### src/gvr_pkg.sv
// Package with shared command and status types for the GF(2) rank block.
`timescale 1ns / 1ps

package gvr_pkg;

  // Controller states
  typedef enum logic [1:0] {
    ST_IDLE,
    ST_REDUCE,
    ST_INSERT
  } gvr_state_t;

  // Commands from controller to datapath
  typedef struct packed {
    logic load;    // capture an accepted item and restart the pivot walk
    logic step;    // reduce against the next pivot
    logic insert;  // insert the remainder, emit the rank on the last item
  } gvr_cmd_t;

  // Status from datapath to controller
  typedef struct packed {
    logic reduce_done;  // every stored pivot has been visited
    logic last_item;    // the item being worked on closes its set
    logic out_free;     // the result register can take a new result
  } gvr_sts_t;

  localparam int unsigned VecFieldBits  = 16;
  localparam int unsigned RankFieldBits = 5;
  localparam int unsigned OutDataBits   = 8;

endpackage

### src/gvr_ctrl.sv
// Controller state machine that sequences load, reduction and insertion of one item.
`timescale 1ns / 1ps

module gvr_ctrl (
  input  logic              clk,
  input  logic              rst,
  input  logic              s_tvalid,
  output logic              s_tready,
  input  gvr_pkg::gvr_sts_t sts,
  output gvr_pkg::gvr_cmd_t cmd
);
  import gvr_pkg::*;

  gvr_state_t state;
  gvr_state_t state_next;

  // Hold the state register
  always_ff @(posedge clk) begin
    if (rst) begin
      state <= ST_IDLE;
    end else begin
      state <= state_next;
    end
  end

  // Decode next state and commands
  always_comb begin
    state_next = state;
    cmd        = '0;
    s_tready   = 1'b0;
    unique case (state)
      ST_IDLE: begin
        // Keep the input closed while reset is applied
        s_tready = !rst;
        if (s_tvalid && !rst) begin
          cmd.load   = 1'b1;
          state_next = ST_REDUCE;
        end
      end
      ST_REDUCE: begin
        if (sts.reduce_done) begin
          state_next = ST_INSERT;
        end else begin
          cmd.step = 1'b1;
        end
      end
      ST_INSERT: begin
        // Wait here only when a rank must go out and the result slot is taken
        if (!sts.last_item || sts.out_free) begin
          cmd.insert = 1'b1;
          state_next = ST_IDLE;
        end
      end
      default: begin
        state_next = ST_IDLE;
      end
    endcase
  end

endmodule

### src/gvr_datapath.sv
// Datapath: sorted pivot basis, serial reducer, sorted insert and result register.
`timescale 1ns / 1ps

module gvr_datapath #(
  parameter int unsigned VEC_BITS = 16
) (
  input  logic                                 clk,
  input  logic                                 rst,
  input  logic [gvr_pkg::VecFieldBits-1:0]     vec,
  input  logic                                 last,
  input  gvr_pkg::gvr_cmd_t                    cmd,
  output gvr_pkg::gvr_sts_t                    sts,
  output logic [gvr_pkg::RankFieldBits-1:0]    rank,
  output logic                                 out_valid,
  input  logic                                 out_ready
);
  import gvr_pkg::*;

  localparam int unsigned CW = $clog2(VEC_BITS + 1);
  localparam int unsigned IW = $clog2(VEC_BITS);

  logic [VEC_BITS-1:0] pivots [VEC_BITS];
  logic [VEC_BITS-1:0] pivots_next [VEC_BITS];
  logic [CW-1:0]       count;
  logic [CW-1:0]       walk;
  logic [VEC_BITS-1:0] x;
  logic                last_flag;

  logic [VEC_BITS+VecFieldBits-1:0] vec_ext;
  logic [VEC_BITS-1:0] vec_in;
  logic [VEC_BITS-1:0] cur_pivot;
  logic [VEC_BITS-1:0] x_xor;
  logic                do_ins;
  logic [CW-1:0]       count_after;
  logic [CW+RankFieldBits-1:0] rank_ext;
  logic [VEC_BITS-1:0] keep;

  // Keep only the low VEC_BITS coordinates of the item
  assign vec_ext = {{VEC_BITS{1'b0}}, vec};
  assign vec_in  = vec_ext[VEC_BITS-1:0];

  // One reduction step against the pivot at the walk position
  assign cur_pivot = pivots[walk[IW-1:0]];
  assign x_xor     = x ^ cur_pivot;

  // Insert a nonzero remainder while the basis has room
  assign do_ins      = (x != '0) && (count < CW'(VEC_BITS));
  assign count_after = do_ins ? count + CW'(1) : count;
  assign rank_ext    = {{RankFieldBits{1'b0}}, count_after};

  // Shift the entries below the insert point down by one and drop x in
  always_comb begin
    for (int i = 0; i < VEC_BITS; i++) begin
      keep[i] = (CW'(i) < count) && (pivots[i] > x);
    end
    pivots_next[0] = keep[0] ? pivots[0] : x;
    for (int i = 1; i < VEC_BITS; i++) begin
      if (keep[i]) begin
        pivots_next[i] = pivots[i];
      end else if (keep[i-1]) begin
        pivots_next[i] = x;
      end else begin
        pivots_next[i] = pivots[i-1];
      end
    end
  end

  assign sts.reduce_done = (walk == count);
  assign sts.last_item   = last_flag;
  assign sts.out_free    = !out_valid || out_ready;

  // Advance the working vector and walk position
  always_ff @(posedge clk) begin
    if (cmd.load) begin
      x         <= vec_in;
      last_flag <= last;
    end else if (cmd.step) begin
      if (x_xor < x) begin
        x <= x_xor;
      end
    end
  end

  always_ff @(posedge clk) begin
    if (rst) begin
      walk <= '0;
    end else if (cmd.load) begin
      walk <= '0;
    end else if (cmd.step) begin
      walk <= walk + CW'(1);
    end
  end

  // Update the basis; the count drops to zero once a set is closed
  always_ff @(posedge clk) begin
    if (cmd.insert && do_ins) begin
      pivots <= pivots_next;
    end
  end

  always_ff @(posedge clk) begin
    if (rst) begin
      count <= '0;
    end else if (cmd.insert) begin
      count <= last_flag ? '0 : count_after;
    end
  end

  // Hold the result until taken
  always_ff @(posedge clk) begin
    if (cmd.insert && last_flag) begin
      rank <= rank_ext[RankFieldBits-1:0];
    end
  end

  always_ff @(posedge clk) begin
    if (rst) begin
      out_valid <= 1'b0;
    end else if (cmd.insert && last_flag) begin
      out_valid <= 1'b1;
    end else if (out_ready) begin
      out_valid <= 1'b0;
    end
  end

endmodule

### src/gf2_vector_set_rank.sv
// Top level of the GF(2) vector set rank block.
//
// Input channel s_*: one item per vector, tdata[15:0] is the vector (bit i is
// coordinate i, bits at and above VEC_BITS are ignored) and tlast marks the
// final vector of a set. Output channel m_*: one item per set, tdata[4:0] is
// the rank of the set over GF(2), masked to five bits.
//
// Each vector is reduced against the stored pivots one per cycle, then the
// remainder is placed at its sorted spot. After an item is taken the input
// stays closed until the item has been reduced against every pivot held
// before it arrived and then inserted, so a new vector is taken only once
// the previous one is through; the serial pivot walk sets this spacing. The
// rank appears on m_tdata in the cycle after the last item's insert.
//
// Reset empties the basis and drops any pending result. The result register
// decouples the two sides: a stalled receiver holds the rank in place while
// new vectors keep being taken; the block only waits when a second set
// closes before the previous rank has been taken.
`timescale 1ns / 1ps

module gf2_vector_set_rank #(
  parameter int unsigned VEC_BITS = 16
) (
  input  logic                             clk,
  input  logic                             rst,
  input  logic                             s_tvalid,
  output logic                             s_tready,
  input  logic [gvr_pkg::VecFieldBits-1:0] s_tdata,   // [15:0] vec
  input  logic                             s_tlast,
  output logic                             m_tvalid,
  input  logic                             m_tready,
  output logic [gvr_pkg::OutDataBits-1:0]  m_tdata    // [4:0] rank, [7:5] zero
);
  import gvr_pkg::*;

  gvr_cmd_t                 cmd;
  gvr_sts_t                 sts;
  logic [RankFieldBits-1:0] rank;

  gvr_ctrl u_ctrl (
    .clk      (clk),
    .rst      (rst),
    .s_tvalid (s_tvalid),
    .s_tready (s_tready),
    .sts      (sts),
    .cmd      (cmd)
  );

  gvr_datapath #(
    .VEC_BITS (VEC_BITS)
  ) u_datapath (
    .clk       (clk),
    .rst       (rst),
    .vec       (s_tdata),
    .last      (s_tlast),
    .cmd       (cmd),
    .sts       (sts),
    .rank      (rank),
    .out_valid (m_tvalid),
    .out_ready (m_tready)
  );

  assign m_tdata = {{(OutDataBits - RankFieldBits){1'b0}}, rank};

  // One item at a time: input is closed right after an item is taken
  a_one_item: assert property (@(posedge clk) disable iff (rst)
    (s_tvalid && s_tready) |=> !s_tready)
    else $error("input accepted while an item is in work");

  // A rank only appears at the close of an item's work
  a_rank_after_work: assert property (@(posedge clk) disable iff (rst)
    $rose(m_tvalid) |-> !$past(s_tready))
    else $error("rank emitted without an item in work");

  // Rank never exceeds the vector width
  a_rank_bound: assert property (@(posedge clk) disable iff (rst)
    m_tvalid |-> (32'(m_tdata[RankFieldBits-1:0]) <= VEC_BITS))
    else $error("rank above vector width");

endmodule
### config.mk
export PLATFORM = sky130hd
export DESIGN_NAME = gf2_vector_set_rank
export DESIGN_NICKNAME = d
export VERILOG_FILES = /design/src/gvr_pkg.sv /design/src/gvr_ctrl.sv /design/src/gvr_datapath.sv /design/src/gf2_vector_set_rank.sv
export SDC_FILE = /design/constraint.sdc
export NUM_CORES = 1
export LEC_CHECK = 0
export BUFFER_PORTS_ARGS = -buffer_cell sky130_fd_sc_hd__buf_4
export CAP_MARGIN = 0
export CORE_ASPECT_RATIO = 1.2
export CORE_MARGIN = 1.5
export CORE_UTILIZATION = 40
export DETAILED_ROUTE_END_ITERATION = 10
export PLACE_DENSITY_LB_ADDON = 0.15
export SLEW_MARGIN = 15
export SYNTH_ARGS = -nofsm -noshare
export SYNTH_HDL_FRONTEND = slang
export SYNTH_HIERARCHICAL = 1
export SYNTH_SLANG_ARGS = --single-unit
export TNS_END_PERCENT = 5
### constraint.sdc
create_clock -name clk -period 4.8 [get_ports clk]
set_input_delay 0.48 -clock clk [delete_from_list [all_inputs] [get_ports clk]]
set_output_delay 0.48 -clock clk [all_outputs]
set_load 0.03 [all_outputs]
Word-level counts from Yosys, hierarchy flattened
Index checks and enable logic that the tools add are counted.
- eq/ne operators: 6
- $add $sub $neg: 2
- $lt $le $gt $ge: 35
- bitwise gates (word level): 18
- reduce and logical (&&, ||, !) cells: 49
- muxes and demuxes: 36
- operator list (kind ; number):
    $mux 16 ; 20
    $gt 16x16->1 ; 16
    $bmux 16 s4 ; 1
    $lt 4x5->1 const A ; 8
    $reduce_and 2->1 ; 17
    $logic_and 1x1->1 ; 20
    $lt 3x5->1 const A ; 4
    $lt 16x16->1 ; 1
    $not 1->1 ; 16
    $reduce_bool 16->1 ; 1
    $xor 16x16->16 ; 1
    $add 5x1->5 const B ; 2
    $lt 1x5->1 const A ; 2
    $lt 2x5->1 const A ; 2
    $mux 5 ; 2
    $mux 1 ; 9
    $mux 2 ; 3
    $pmux 2 s3 ; 1
    $reduce_bool 2->1 ; 3
    $eq 5x5->1 ; 1
    $ge 5x5->1 const B ; 1
    $lt 5x5->1 const B ; 1
    $not 4->5 ; 1
    $ne 2x1->1 const B ; 2
    8 further kinds ; 11
- register bits: 291
- output and inout port bits: 10
- logic and storage cells: 169
- bits of input ports: 21

Logic depth before layout (Yosys ltp)
- word-level depth: 9
- depth in mapped cells: 14
- depth with buffers taken out: 10

By module
The synthesis kept the hierarchy.
- by module, submodules not included (module ; area each (um^2) ; times used ; cells each):
    gvr_datapath ; 19994.2 ; 1 ; 1531
    gvr_ctrl ; 110.1 ; 1 ; 12
    gf2_vector_set_rank ; 26.3 ; 1 ; 4

Worst setup path after synthesis
OpenSTA, ideal clock, no wires.
- path type: register -> register
- start: register u_datapath.walk[0]
- end: register u_datapath.x[0] (enable)
- buffers on the path: 4
- stages on the path, launching flop included: 14
- required time: 4.401 ns
- slack: 0.447 ns
- arrival: 3.954 ns
- path through: dfxtp_1 -> buf_6 -> buf_8 -> buf_2 -> buf_2 -> mux4_2 -> mux4_2 -> ha_1 -> xor2_1 -> a21oi_1 -> mux2_2 -> o21ai_1 -> o2bb2ai_1 -> a31oi_1
- longest elaborated chain between the ends: 8
- ends and longest elaborated chain (element ; line ; RTL):
    from (decl) ; gvr_datapath.sv:25 ; logic [CW-1:0] walk;
    from (signal assigned) ; gvr_datapath.sv:90 ; walk <= walk + CW'(1);
    $not 4->5 (implied by the code) ; gvr_datapath.sv:43 ; assign cur_pivot = pivots[walk[IW-1:0]];
    $bmux 16 s4 ; gvr_datapath.sv:43 ;
    $mux 16 (implied by the code) (2 in a row) ; gvr_datapath.sv:43 ;
    $xor 16x16->16 ; gvr_datapath.sv:44 ; assign x_xor = x ^ cur_pivot;
    $lt 16x16->1 ; gvr_datapath.sv:78 ; if (x_xor < x) begin
    $reduce_bool 2->1 (no source line) ; -- ;
    $reduce_and 2->1 (no source line) * ; -- ;
    to (signal assigned) ; gvr_datapath.sv:75 ; x <= vec_in;
    to (signal assigned) ; gvr_datapath.sv:79 ; x <= x_xor;
    to (decl) ; gvr_datapath.sv:26 ; logic [VEC_BITS-1:0] x;
Every way passes the cells marked *; elsewhere a longest branch is shown, timed or not. The select of a mux whose other input is x is not followed.
A chain may end at the register's enable or synchronous reset.

Final worst setup path
- start: register u_datapath.walk[0]
- end: register u_datapath.x[1] (enable)
The elaborated chain is that of the path after synthesis.

==> flow_metrics.env <==
export IMPL_async_reset_ff_share_pct=0
export IMPL_end_kind="flop"
export IMPL_synth_seq_cells=291
export IMPL_via_per_inst=6.130
export IMPL_grt_pass1_vias=14372
export IMPL_htree_num_levels=2
export IMPL_track_usage_pct=25.56
export IMPL_skew_ps=17.40
export IMPL_ys_warn_count=6
export IMPL_fill_cells=4474
export IMPL_cap_violations=0
export IMPL_dp_cells=2205
export IMPL_clock_power_share_pct=40.1
export IMPL_p_total_mw=6.668
export IMPL_first_pass_iters=5
export IMPL_cts_hold_buffers=0
export IMPL_path_max_fanout=16
export IMPL_core_area_mm2=0.04944
export IMPL_drc=0
export IMPL_final_cells=2266
export IMPL_critPathArrivalTime_ps=4100
export IMPL_hold_viol_final=0
export IMPL_path_cells="buf_12 > mux4_2 > mux4_2 > ha_1 > xor2_1 > a21oi_1 > mux2_2 > o21ai_1 > o2bb2ai_1 > a31oi_4"
export IMPL_synthFlopType="edfxtp_1"
export IMPL_internal_power_mw=4.844
export IMPL_setup_violations=0
export IMPL_ant_nets=0
export IMPL_status="completed"
export IMPL_path_common_cell="mux4_2"
export IMPL_powerDensity_mw_per_mm2=296.0
export IMPL_numCtsBuffers=35
export IMPL_r2r_cells=10
export IMPL_crit_slowest_cell="a31oi_4"
export IMPL_synth_edf_count=278
export IMPL_cts_buffer_depth=3
export IMPL_gp_congestion=0.8955
export IMPL_overflow=0
export IMPL_crit_buf_inv=1
export IMPL_cp_depth=10
export IMPL_grt_first_pass_wirelength_um=97040
export IMPL_pwr_share_comb_pct=14.6
export IMPL_rsz0062_at_grt="false"
export IMPL_io_buffer_count=27
export IMPL_cts_setup_buffers=0
export IMPL_tightestPinTransition_ps=1146
export IMPL_hpwlAfterDp_um=49140
export IMPL_min_path_cells=1
export IMPL_cpPeakStageDelay_ps=610
export IMPL_clock_latency_ps=560
export IMPL_fp_row_count=89
export IMPL_crit_path_start_kind="flop"
export IMPL_synth_cell_type_count=61
export IMPL_antenna_found_initial=1
export IMPL_initial_core_util_pct=40.72
export IMPL_relSlewSlack_pct=23.55
export IMPL_sw_frac_of_total_pct=27.36
export IMPL_cts_clk_slew_worst_paths_ps=60
export IMPL_crit_family="multiplexers"
export IMPL_syn_to_final_growth_pct=11.89
export IMPL_grt_max_degree=26
export IMPL_cts_sinks=291
export IMPL_cts_tree="done"
export IMPL_final_max_slew_violation_count=0
export IMPL_yosysSeqAreaShare_pct=42.76
export IMPL_layout_worst_path_cycle_share_pct=81.60
export IMPL_io_pins=31
export IMPL_cp_data_required_time_ps=4990
export IMPL_hold_class="input port to flop"
export IMPL_fin_crit_ps=3917
export IMPL_irDropWorstVdd_uv=204.0
export IMPL_nNetsFinal=1876
export IMPL_seqPwrFrac_pct=45.3
export IMPL_die_x_um=207.8
export IMPL_syn_inst=1547
export IMPL_p_leak_nw=8.573
export IMPL_hold_ws_ps=101.5
export IMPL_drtIter0Drc=1005
export IMPL_avgSynthCellArea_um2=13.01
export IMPL_criticalPathCategory="flop to flop"
export IMPL_cts_root_buf="clkbuf_16"
export IMPL_dieArea_mm2=0.05169
export IMPL_die_height_um=248.7
export IMPL_wl_um=65420
export IMPL_tns_ps=0
export IMPL_via_count=13890
export IMPL_fmax_ghz=0.2553
export IMPL_switchingPower_mw=1.825
export IMPL_synth_cell_area_mm2=0.02013
export IMPL_drive_gt1_share_pct=16.89
export IMPL_wire_per_inst_um=28.87
export IMPL_cts_resized=0
[cell type report]
type	instances	area [um2]	area share [%]
multi-input cells	1130	10990	48.80
flip-flops and latches	291	8618	38.26
clock buffers	43	935.9	4.155
repair buffers	110	875.8	3.888
well taps	637	797.0	3.538
clock inverters	17	163.9	0.7277
inverters	37	138.9	0.6166
diodes	1	2.502	0.01111
[layer usage]
metal  vias to the layer above  global-route usage (%)  routed length [um]
met5                         -                       0                   0
met4                         0                   7.925                1880
met3                        95                   3.139                2501
met2                       346                   44.31               32700
met1                      7213                   33.24               28330
li1                       6236                       -                   -
[power groups by stage]
stage	logic, mW	clock network [mW]	registers [mW]
after floorplan	0.618	0	3.01
after global placement	0.947	0	3.07
after detailed placement	0.968	0	3.07
after CTS	0.973	2.73	3.01
after global routing	1.07	2.83	3.02
final	0.976	2.67	3.02
[stage by stage]
| step | setup slack, ps | utilization (%) | area [um2] |
|---|---|---|---|
| after floorplan | 447.2 | - | 20140 |
| after global placement | 572.5 | 43.29 | 21410 |
| after detailed placement | 524.2 | 43.31 | 21410 |
| after CTS | 512.7 | 45.53 | 22510 |
| after global routing | 703.8 | 45.55 | 22520 |
| final | 883.1 | 45.56 | 22520 |
[cell usage in the layout (no fill, tap or decap), types with 27 or more instances in the layout]
cell	synthesis	layout
edfxtp_1	278	278
ha_1	250	250
mux2_1	220	220
buf_4	7	106
mux4_2	70	70
a21oi_1	67	67
a21o_1	56	56
nand4_1	54	54
nor2_1	55	52
nand2_1	49	49
inv_1	37	37
clkbuf_16	0	35
o21ai_1	38	34
nor2b_1	28	28
o21ai_0	27	27
[Yosys cell counts, drive strengths merged, types with 42 or more instances]
library cell / n / area [um2]
edfxtp: 278 / 8348
mux4: 73 / 1655
a21oi: 67 / 335.3
mux2: 246 / 2770
a21o: 56 / 420.4
o21ai: 65 / 325.3
ha: 250 / 3128
nand4: 54 / 337.8
buf: 42 / 260.3
nor2: 55 / 206.5
clkbuf: 49 / 183.9
nand2: 49 / 183.9
[worst paths after layout]
path	from	endpoint	slack, ps
worst min register to register	u_ctrl/state[1]	u_ctrl/state[0]	540
worst min-delay path	s_tlast	u_datapath/last_flag	100
worst max register to register	u_datapath/walk[0]	u_datapath/x[1]	880
worst max-delay path	u_datapath/walk[0]	u_datapath/x[1]	880
[kinds of logic (layout without fill, tap and decap cells)]
family	count (synthesis)	in the layout	synth area share, %
mux	328	328	22.43
compound gates	265	265	8.565
xor+xnor	27	27	1.175
flops	291	291	42.76
other cells	1	4	0.01863
buf+inv	128	207	2.896
simple gates	257	257	6.613
fa+ha+maj	250	250	15.54
[flip-flops by register name, indices dropped and copies added (netlist names)]
register and cells:
u_datapath/pivots 256, u_datapath/x 16, u_datapath/count 5, u_datapath/rank 5, u_datapath/walk 5, u_ctrl/state 2
u_datapath/last_flag 1, u_datapath/out_valid 1
Note: power is estimated with default switching activity, not from simulation.
